File: src/rtl/assert_macros.svh
// Assertion macros for the RTL of the vector stroke text generator.
// Depends on nothing; the including module provides clk and rst_n.
`ifndef ASSERT_MACROS_SVH
`define ASSERT_MACROS_SVH

// Checks a property on every rising clock edge outside reset.
`define VSTG_ASSERT(lbl, prop, msg) \
  lbl: assert property (@(posedge clk) disable iff (!rst_n) prop) else $error(msg);

// Checks that a condition holds in the cycle after its trigger, outside reset.
`define VSTG_ASSERT_NEXT(lbl, trig, cons, msg) \
  lbl: assert property (@(posedge clk) disable iff (!rst_n) (trig) |=> (cons)) else $error(msg);

`endif

File: src/rtl/vstg_pkg.sv
// Package for the vector stroke text generator: glyph tables, stroke ROM,
// control word type and sequencer step codes. Depends on nothing.
`default_nettype none
package vstg_pkg;

  localparam int unsigned RomDepth = 174;
  localparam int unsigned NumGlyph = 36;

  typedef logic [7:0] rom_addr_t;
  typedef logic [3:0] glen_t;

  // One stroke point: offset in the 5 x 7 cell and the pen-down mark.
  typedef struct packed {
    logic [2:0] px;
    logic [2:0] py;
    logic       down;
  } stroke_t;

  // Sequencer steps.
  localparam logic [1:0] S_IDLE = 2'd0;
  localparam logic [1:0] S_LOAD = 2'd1;
  localparam logic [1:0] S_WALK = 2'd2;
  localparam logic [1:0] S_SPARE = 2'd3;

  // Jump conditions.
  localparam logic [1:0] C_NONE  = 2'd0;
  localparam logic [1:0] C_GLYPH = 2'd1;
  localparam logic [1:0] C_END   = 2'd2;

  typedef struct packed {
    logic       take_in;
    logic       load_glyph;
    logic       walk;
    logic [1:0] cond;
    logic [1:0] jmp;
    logic [1:0] seq;
  } ctrl_t;

  localparam ctrl_t UCODE [4] = '{
    '{take_in: 1'b1, load_glyph: 1'b0, walk: 1'b0, cond: C_GLYPH, jmp: S_LOAD, seq: S_IDLE},
    '{take_in: 1'b0, load_glyph: 1'b1, walk: 1'b0, cond: C_NONE,  jmp: S_IDLE, seq: S_WALK},
    '{take_in: 1'b0, load_glyph: 1'b0, walk: 1'b1, cond: C_END,   jmp: S_IDLE, seq: S_WALK},
    '{take_in: 1'b0, load_glyph: 1'b0, walk: 1'b0, cond: C_NONE,  jmp: S_IDLE, seq: S_IDLE}
  };

  function automatic stroke_t pt(input int unsigned x, input int unsigned y,
                                 input int unsigned d);
    pt = '{px: 3'(x), py: 3'(y), down: 1'(d)};
  endfunction

  localparam stroke_t STROKE_ROM [RomDepth] = '{
    // A
    pt(0,4,1),pt(2,6,1),pt(4,4,1),pt(4,0,1),pt(0,2,0),pt(4,2,1),
    // B
    pt(0,6,1),pt(3,6,1),pt(4,5,1),pt(4,4,1),pt(3,3,1),pt(0,3,1),pt(3,3,0),pt(4,2,1),
    pt(4,1,1),pt(3,0,1),pt(0,0,1),
    // C
    pt(0,6,1),pt(4,6,1),pt(0,0,0),pt(4,0,1),
    // D
    pt(0,6,1),pt(2,6,1),pt(4,4,1),pt(4,2,1),pt(2,0,1),pt(0,0,1),
    // E
    pt(0,6,1),pt(4,6,1),pt(3,3,0),pt(0,3,1),pt(0,0,0),pt(4,0,1),
    // F
    pt(0,6,1),pt(4,6,1),pt(3,3,0),pt(0,3,1),pt(0,0,0),
    // G
    pt(0,6,1),pt(4,6,1),pt(4,4,1),pt(2,2,0),pt(4,2,1),pt(4,0,1),pt(0,0,1),
    // H
    pt(0,6,1),pt(0,3,0),pt(4,3,1),pt(4,6,0),pt(4,0,1),
    // I
    pt(4,0,1),pt(2,0,0),pt(2,6,1),pt(4,6,0),pt(0,6,1),
    // J
    pt(0,2,0),pt(2,0,1),pt(4,0,1),pt(4,6,1),
    // K
    pt(0,6,1),pt(3,6,0),pt(0,3,1),pt(3,0,1),
    // L
    pt(0,6,0),pt(0,0,1),pt(4,0,1),
    // M
    pt(0,6,1),pt(2,4,1),pt(4,6,1),pt(4,0,1),
    // N
    pt(0,6,1),pt(4,0,1),pt(4,6,1),
    // O
    pt(0,6,1),pt(4,6,1),pt(4,0,1),pt(0,0,1),
    // P
    pt(0,6,1),pt(4,6,1),pt(4,3,1),pt(0,3,1),pt(3,0,0),
    // Q
    pt(0,6,1),pt(4,6,1),pt(4,2,1),pt(2,0,1),pt(0,0,1),pt(2,2,0),pt(4,0,1),
    // R
    pt(0,6,1),pt(4,6,1),pt(4,3,1),pt(0,3,1),pt(1,3,0),pt(4,0,1),
    // S
    pt(4,0,1),pt(4,3,1),pt(0,3,1),pt(0,6,1),pt(4,6,1),
    // T
    pt(2,0,0),pt(2,6,1),pt(0,6,0),pt(4,6,1),
    // U
    pt(0,6,0),pt(0,0,1),pt(4,0,1),pt(4,6,1),
    // V
    pt(0,6,0),pt(2,0,1),pt(4,6,1),
    // W
    pt(0,6,0),pt(0,0,1),pt(2,2,1),pt(4,0,1),pt(4,6,1),
    // X
    pt(4,6,1),pt(0,6,0),pt(4,0,1),
    // Y
    pt(2,0,0),pt(2,4,1),pt(0,6,1),pt(4,6,0),pt(2,4,1),
    // Z
    pt(0,6,0),pt(4,6,1),pt(0,0,1),pt(4,0,1),
    // 0
    pt(0,6,1),pt(4,6,1),pt(4,0,1),pt(0,0,1),
    // 1
    pt(2,0,0),pt(2,6,1),
    // 2
    pt(0,6,0),pt(4,6,1),pt(4,3,1),pt(0,3,1),pt(0,0,1),pt(4,0,1),
    // 3
    pt(4,0,1),pt(4,6,1),pt(0,6,1),pt(0,3,0),pt(4,3,1),
    // 4
    pt(0,6,0),pt(0,3,1),pt(4,3,1),pt(4,6,0),pt(4,0,1),
    // 5
    pt(4,0,1),pt(4,3,1),pt(0,3,1),pt(0,6,1),pt(4,6,1),
    // 6
    pt(0,3,0),pt(4,3,1),pt(4,0,1),pt(0,0,1),pt(0,6,1),
    // 7
    pt(0,6,0),pt(4,6,1),pt(4,0,1),
    // 8
    pt(4,0,1),pt(4,6,1),pt(0,6,1),pt(0,0,1),pt(0,3,0),pt(4,3,1),
    // 9
    pt(4,0,0),pt(4,6,1),pt(0,6,1),pt(0,3,1),pt(4,3,1)
  };

  // Glyph slots: 'A'..'Z' then '0'..'9'.
  localparam rom_addr_t GLYPH_FIRST [NumGlyph] = '{
    8'd0,8'd6,8'd17,8'd21,8'd27,8'd33,8'd38,8'd45,8'd50,8'd55,8'd59,8'd63,8'd66,
    8'd70,8'd73,8'd77,8'd82,8'd89,8'd95,8'd100,8'd104,8'd108,8'd111,8'd116,8'd119,
    8'd124,8'd128,8'd132,8'd134,8'd140,8'd145,8'd150,8'd155,8'd160,8'd163,8'd169
  };
  localparam glen_t GLYPH_LEN [NumGlyph] = '{
    4'd6,4'd11,4'd4,4'd6,4'd6,4'd5,4'd7,4'd5,4'd5,4'd4,4'd4,4'd3,4'd4,4'd3,4'd4,
    4'd5,4'd7,4'd6,4'd5,4'd4,4'd4,4'd3,4'd5,4'd3,4'd5,4'd4,
    4'd4,4'd2,4'd6,4'd5,4'd5,4'd5,4'd5,4'd3,4'd6,4'd5
  };
  // Point index of the last pen-down point; F and P end on a pen-up move.
  localparam glen_t GLYPH_LASTDN [NumGlyph] = '{
    4'd5,4'd10,4'd3,4'd5,4'd5,4'd3,4'd6,4'd4,4'd4,4'd3,4'd3,4'd2,4'd3,4'd2,4'd3,
    4'd3,4'd6,4'd5,4'd4,4'd3,4'd3,4'd2,4'd4,4'd2,4'd4,4'd3,
    4'd3,4'd1,4'd5,4'd4,4'd4,4'd4,4'd4,4'd2,4'd5,4'd4
  };

  localparam logic [7:0] CHAR_NL    = 8'd10;
  localparam logic [7:0] CHAR_SPACE = 8'd32;
  localparam logic signed [15:0] PEN_HOME_Y = -16'sd7;
  localparam logic [15:0] ADVANCE_X = 16'd6;
  localparam logic [15:0] LINE_DROP = 16'd10;

endpackage
`default_nettype wire

File: src/rtl/vector_stroke_text_generator.sv
// Vector stroke text generator: top level with microcoded sequencer and datapath.
// Depends on vstg_pkg and assert_macros.svh.
//
// Usage. Characters enter on the in_ stream, one word each: in_tdata holds the
// character byte and in_tuser the new-message flag, which homes the pen to
// (0,-7) before the character is handled. Each drawn character produces one
// to ten line segment words on the out_ stream; out_tlast marks the final
// segment of a character. Newline, space and unsupported codes produce no
// output; they only move the pen (or leave it).
// A drawn character passes an accept step, a glyph lookup step and a walk
// over its stroke points in the glyph ROM, one point per cycle while no
// pen-down point is stalled. The first segment is written to the output
// register in the first walk step, after the lookup step, when the first
// stroke point of the glyph is pen-down.
// A new character is accepted only once the previous glyph walk has ended,
// while its last segment may still wait in the output register.
// When the receiver stalls, the walk holds on the next pen-down point until
// the output register frees; pen-up points proceed.
// Reset (synchronous, rst_n low) sets the pen to (0,-7), empties the output
// register and returns the sequencer to its idle step.
`default_nettype none
`include "assert_macros.svh"
module vector_stroke_text_generator (
  input  wire logic        clk,
  input  wire logic        rst_n,
  input  wire logic        in_tvalid,
  output logic             in_tready,
  input  wire logic [7:0]  in_tdata,   // [7:0] char_code
  input  wire logic        in_tuser,   // [0] new_message
  output logic             out_tvalid,
  input  wire logic        out_tready,
  output logic [63:0]      out_tdata,  // x_start, y_start, x_end, y_end from bit 0 up (16 each)
  output logic             out_tlast   // last_in_glyph
);

  logic [1:0] step_r, step_nxt;
  vstg_pkg::ctrl_t cw;

  logic signed [15:0] pen_x_r, pen_x_nxt, pen_y_r, pen_y_nxt;
  logic signed [15:0] bx_r, bx_nxt, by_r, by_nxt;
  logic [5:0] slot_r, slot_nxt;
  vstg_pkg::rom_addr_t first_r, first_nxt;
  vstg_pkg::glen_t len_r, len_nxt, lastdn_r, lastdn_nxt, cnt_r, cnt_nxt;

  logic        out_valid_r, out_valid_nxt, out_last_r, out_last_nxt;
  logic [63:0] out_data_r, out_data_nxt;

  logic accept, is_glyph, stall, advance, walk_end;
  logic [5:0] dec_slot;
  vstg_pkg::stroke_t p;
  logic signed [15:0] hx, hy, nx, ny;

  // Saturating add of a small signed delta to a 16-bit coordinate.
  function automatic logic signed [15:0] sat_add(input logic signed [15:0] a,
                                                 input logic signed [16:0] d);
    logic signed [16:0] s;
    s = 17'(a) + d;
    if (s > 17'sd32767) sat_add = 16'sh7fff;
    else if (s < -17'sd32768) sat_add = 16'sh8000;
    else sat_add = s[15:0];
  endfunction

  assign cw = vstg_pkg::UCODE[step_r];
  assign in_tready = cw.take_in;
  assign accept = in_tvalid && in_tready;

  always_comb begin
    is_glyph = 1'b0;
    dec_slot = '0;
    if (in_tdata >= 8'h41 && in_tdata <= 8'h5a) begin
      is_glyph = 1'b1;
      dec_slot = 6'(in_tdata - 8'h41);
    end else if (in_tdata >= 8'h30 && in_tdata <= 8'h39) begin
      is_glyph = 1'b1;
      dec_slot = 6'(in_tdata - 8'h30 + 8'd26);
    end
  end

  assign p = vstg_pkg::STROKE_ROM[first_r + 8'(cnt_r)];
  assign nx = sat_add(pen_x_r, 17'(p.px));
  assign ny = sat_add(pen_y_r, 17'(p.py));
  assign stall = p.down && out_valid_r && !out_tready;
  assign advance = cw.walk && !stall;
  assign walk_end = advance && (cnt_r == len_r - 4'd1);

  always_comb begin
    step_nxt = cw.seq;
    unique case (cw.cond)
      vstg_pkg::C_GLYPH: if (accept && is_glyph) step_nxt = cw.jmp;
      vstg_pkg::C_END:   if (walk_end) step_nxt = cw.jmp;
      default:           step_nxt = cw.seq;
    endcase
  end

  always_comb begin
    pen_x_nxt = pen_x_r;
    pen_y_nxt = pen_y_r;
    slot_nxt = slot_r;
    first_nxt = first_r;
    len_nxt = len_r;
    lastdn_nxt = lastdn_r;
    cnt_nxt = cnt_r;
    bx_nxt = bx_r;
    by_nxt = by_r;
    out_valid_nxt = out_valid_r && !out_tready;
    out_last_nxt = out_last_r;
    out_data_nxt = out_data_r;

    if (accept) begin
      hx = in_tuser ? 16'sd0 : pen_x_r;
      hy = in_tuser ? vstg_pkg::PEN_HOME_Y : pen_y_r;
      pen_x_nxt = hx;
      pen_y_nxt = hy;
      slot_nxt = dec_slot;
      if (in_tdata == vstg_pkg::CHAR_NL) begin
        pen_x_nxt = 16'sd0;
        pen_y_nxt = sat_add(hy, -17'(vstg_pkg::LINE_DROP));
      end else if (in_tdata == vstg_pkg::CHAR_SPACE) begin
        pen_x_nxt = sat_add(hx, 17'(vstg_pkg::ADVANCE_X));
      end
    end else begin
      hx = pen_x_r;
      hy = pen_y_r;
    end

    if (cw.load_glyph) begin
      first_nxt = vstg_pkg::GLYPH_FIRST[slot_r];
      len_nxt = vstg_pkg::GLYPH_LEN[slot_r];
      lastdn_nxt = vstg_pkg::GLYPH_LASTDN[slot_r];
      cnt_nxt = '0;
      bx_nxt = pen_x_r;
      by_nxt = pen_y_r;
    end

    if (advance) begin
      if (p.down) begin
        out_valid_nxt = 1'b1;
        out_last_nxt = (cnt_r == lastdn_r);
        out_data_nxt = {ny, nx, by_r, bx_r};
      end
      bx_nxt = nx;
      by_nxt = ny;
      cnt_nxt = cnt_r + 4'd1;
      if (walk_end) pen_x_nxt = sat_add(pen_x_r, 17'(vstg_pkg::ADVANCE_X));
    end
  end

  always_ff @(posedge clk) begin
    if (!rst_n) begin
      step_r <= vstg_pkg::S_IDLE;
      pen_x_r <= 16'sd0;
      pen_y_r <= vstg_pkg::PEN_HOME_Y;
      out_valid_r <= 1'b0;
      cnt_r <= '0;
    end else begin
      step_r <= step_nxt;
      pen_x_r <= pen_x_nxt;
      pen_y_r <= pen_y_nxt;
      out_valid_r <= out_valid_nxt;
      cnt_r <= cnt_nxt;
    end
  end

  always_ff @(posedge clk) begin
    slot_r <= slot_nxt;
    first_r <= first_nxt;
    len_r <= len_nxt;
    lastdn_r <= lastdn_nxt;
    bx_r <= bx_nxt;
    by_r <= by_nxt;
    out_last_r <= out_last_nxt;
    out_data_r <= out_data_nxt;
  end

  assign out_tvalid = out_valid_r;
  assign out_tdata = out_data_r;
  assign out_tlast = out_last_r;

  `VSTG_ASSERT_NEXT(a_glyph_loads, accept && is_glyph, step_r == vstg_pkg::S_LOAD, "glyph not loaded")
  `VSTG_ASSERT(a_walk_in_range, (step_r == vstg_pkg::S_WALK) |-> (cnt_r < len_r), "walk index past glyph")
  `VSTG_ASSERT_NEXT(a_stall_holds, cw.walk && stall, $stable(cnt_r) && out_tvalid, "walk moved while stalled")
  `VSTG_ASSERT(a_no_spare_step, step_r != vstg_pkg::S_SPARE, "sequencer in spare step")

endmodule
`default_nettype wire
File: config.mk
export PLATFORM = sky130hd
export DESIGN_NAME = vector_stroke_text_generator
export DESIGN_NICKNAME = d
export VERILOG_FILES = /design/src/rtl/vstg_pkg.sv /design/src/rtl/vector_stroke_text_generator.sv
export VERILOG_INCLUDE_DIRS = /design/src /design/src/rtl
export SDC_FILE = /design/constraint.sdc
export NUM_CORES = 1
export LEC_CHECK = 0
export BUFFER_PORTS_ARGS = -buffer_cell sky130_fd_sc_hd__buf_2
export CORE_AREA = 2 2 187 143
export CTS_CLUSTER_DIAMETER = 80
export DETAILED_ROUTE_END_ITERATION = 7
export DIE_AREA = 0 0 189 145
export GPL_TIMING_DRIVEN = 1
export PLACE_DENSITY = 0.74
export SKIP_CTS_REPAIR_TIMING = 1
export SLEW_MARGIN = 20
export SYNTH_ARGS = -nofsm -noshare
export SYNTH_HDL_FRONTEND = slang
export SYNTH_SLANG_ARGS = --single-unit
File: constraint.sdc
create_clock -name clk -period 17.05 [get_ports clk]
set_input_delay 3.41 -clock clk [delete_from_list [all_inputs] [get_ports clk]]
set_output_delay 3.41 -clock clk [all_outputs]
set_load 0.05 [all_outputs]
==> reports/results.ini <==
[synth]
netlist_area_um2 = 11400
synth_top_area_share_pct = 31.4
synth_cell_types = 82
synth-edff-count = 119
ys.flop_type = edfxtp_1
synth_warnings = 0
synth_top_cell_by_area = edfxtp_1
ys_top_cells_by_area = edfxtp_1 31%, dfxtp_1 6.9%, ha_1 5.6%
syn-num-nets = 1378
synth.avg_cell_area_um2 = 8.69
seq_area_frac_synth_pct = 38.2
ys_async_sr_fraction_pct = 0
netlist_instances = 1311
yosys_register_bits = 158

[clock_network]
cts_buffers = 17
tritoncts = done
h-tree-depth = 4
cts.sinks = 158
cts-root-buf = clkbuf_16
cts_buffer_depth = 2
clk_latency_ns = 0.45
clkSlewWorstSetupHoldPaths_ns = 0.08

[sta]
tns_ns = 0
period_needed_ns = 7.15
relSlewSlack_pct = 33.9
hold_viol = 0
fmax_mhz = 140
hold_ws_ns = 0.412
tightest_slew_ns = 0.990
skew_ns = 0.0142
min_period_over_period_pct = 41.9
drv_slew = 0
setup_viol = 0
rsz0062_at_grt = no

[routing]
drt_pass1_iterations = 8
drc = 0
routed_wl_mm = 30.6
num_vias = 10400
vias_per_cell = 6.23
drtIter0Drc = 1343
wl_per_cell_um = 18.4
ant_nets = 0

[power]
clkPwrFrac_pct = 41.6
swShare_pct = 28.1
p_seq_share_pct = 46.5
p_leak_nw = 4.42
combPwrFrac_pct = 12.0
power.switching_mw = 0.259
p_int_mw = 0.664
power.density_nw_per_um2 = 73.8
max-vdd-ir-drop_uv = 68.7

[critical_path]
worst_path_most_repeated_cell = nand2_1
crit_buf_inv = 2
required_ns = 17.38
cp_slowest_cell = o2bb2ai_1
criticalPathCategory = in2reg
path_cells = buf_2, inv_1, nand2_1, ha_1, or4_1, nor2_1, nor3_1, o2bb2ai_1, o21ai_0, a22oi_1, nand2_1, o311a_1
cp-end-kind = register
cp-start-kind = input port
crit_family = simple AND/OR/NAND/NOR gates
slowest_delay_ns = 0.79
path_max_fanout = 41
cp.arrival_ns = 7.48

[floorplanning]
ios = 80
die_y_um = 145
coreArea_um2 = 25600
dieArea_um2 = 27400
die_x_um = 189
core.rowCount = 51
start_util_pct = 44.5

[placed_design]
dpl-instance-area_um2 = 11900
routabilityCongestion = 0.963
placed_cells = 1636
port_buffers = 79
dp_hpwl_mm = 21.1

[grt]
antenna_found_initial = 0
grt_use_total_pct = 22.1
grt_max_degree = 46
overflow = 0
grt_pass1_wl_mm = 49.3
grt_pass1_vias = 9139

[run_status]
outcome = completed

[cells_and_area]
area_growth_pct = 9.95
fillCellCount = 2392
drive_above_1_share_pct = 13.4
design_area_um2 = 12500
layout.cells.non_filler = 1668
antennaDiodeCount = 0
nets = 1378

[flow_run]
maxCapViolations = 0

[min_path]
min_path_type = reg2reg

[sequential cells by signal (all words and copies together), names as in the netlist]
name and cells:
lastdn_r 4, slot_r 6, len_r 4, bx_r 16, out_tdata 64, by_r 16
pen_x_r 16, out_tvalid 1, first_r 8, pen_y_r 16, cnt_r 4, step_r 2
out_tlast 1
[placed cells by master (no fill, tap or decap), types with 22 or more instances in the layout]
cell type / count
buf_2: 79
nand3_1: 26
o21ai_0: 79
nand2_1: 128
o211ai_1: 24
nor2_1: 130
edfxtp_1: 119
a21oi_1: 119
dfxtp_1: 39
a211oi_1: 22
xor2_1: 30
xnor2_1: 25
mux2_2: 23
nor3_1: 37
ha_1: 51
inv_1: 46
[metal layers]
layer	up-vias	track usage, %	routed length, um
met2	574	29.6	12500
met1	4868	34.6	14400
met3	67	4.96	3070
li1	4879	-	-
met4	0	6.60	680
met5	-	0	0
[synthesized netlist by cell type, drive strengths merged (17+ instances only)]
| master | n |
|---|---|
| a211oi | 24 |
| a21oi | 120 |
| buf | 19 |
| clkbuf | 93 |
| dfxtp | 39 |
| edfxtp | 119 |
| ha | 51 |
| inv | 46 |
| mux2 | 23 |
| nand2 | 128 |
| nand3 | 26 |
| nor2 | 131 |
| nor3 | 38 |
| o211ai | 26 |
| o21ai | 82 |
| o22ai | 17 |
| xnor2 | 27 |
| xor2 | 32 |
[final cells by class]
| type | count | area [um2] | share of cell area, % |
|---|---|---|---|
| Multi-Input combinational cell | 995 | 6470 | 51.7 |
| Sequential cell | 158 | 4350 | 34.8 |
| Timing Repair Buffer | 93 | 500 | 4.00 |
| Tap cell | 344 | 430 | 3.44 |
| Clock buffer | 17 | 425 | 3.40 |
| Inverter | 46 | 173 | 1.38 |
| Clock inverter | 15 | 168 | 1.34 |
[final timing paths]
| path | start | to | slack [ns] | cells after the start |
|---|---|---|---|---|
| worst max-delay path | in_tuser | pen_x_r[13] | 9.90 | 12 |
| worst min-delay path | bx_r[4] | out_tdata[4] | 0.41 | 0 |
| worst min register to register | bx_r[4] | out_tdata[4] | 0.41 | 0 |
| worst max register to register | cnt_r[0] | by_r[6] | 10.09 | 22 |
[stage by stage]
| stage | setup WS (ns) | total power [mW] | utilization (%) |
|---|---|---|---|
| final | 9.90 | 0.924 | 48.9 |
| after global routing | 9.62 | 0.958 | 48.9 |
| after CTS | 10.08 | 0.927 | 48.9 |
| after detailed placement | 9.62 | 0.546 | 46.6 |
| after global placement | 9.80 | 0.545 | 46.6 |
| after floorplan | 8.03 | 0.518 | - |
[kinds of logic (layout without fill, tap and decap cells)]
group	count (synthesis)	count (layout)	synth area share, %
compound gates	419	419	24.5
xor+xnor	60	60	4.80
fa+ha+maj	54	54	6.13
buf+inv	158	171	5.32
flops	158	158	38.2
mux	31	31	3.20
simple gates	431	431	17.8
[power by group through the flow]
| stage | sequential, mW | combinational [mW] | clock (mW) |
|---|---|---|---|
| global placement | 0.437 | 0.107 | 0 |
| floorplan | 0.444 | 0.0738 | 0 |
| finish | 0.429 | 0.111 | 0.384 |
| CTS | 0.429 | 0.109 | 0.389 |
| global route | 0.430 | 0.122 | 0.406 |
| detailed placement | 0.438 | 0.108 | 0 |
Power figures use the tool's default switching activity.
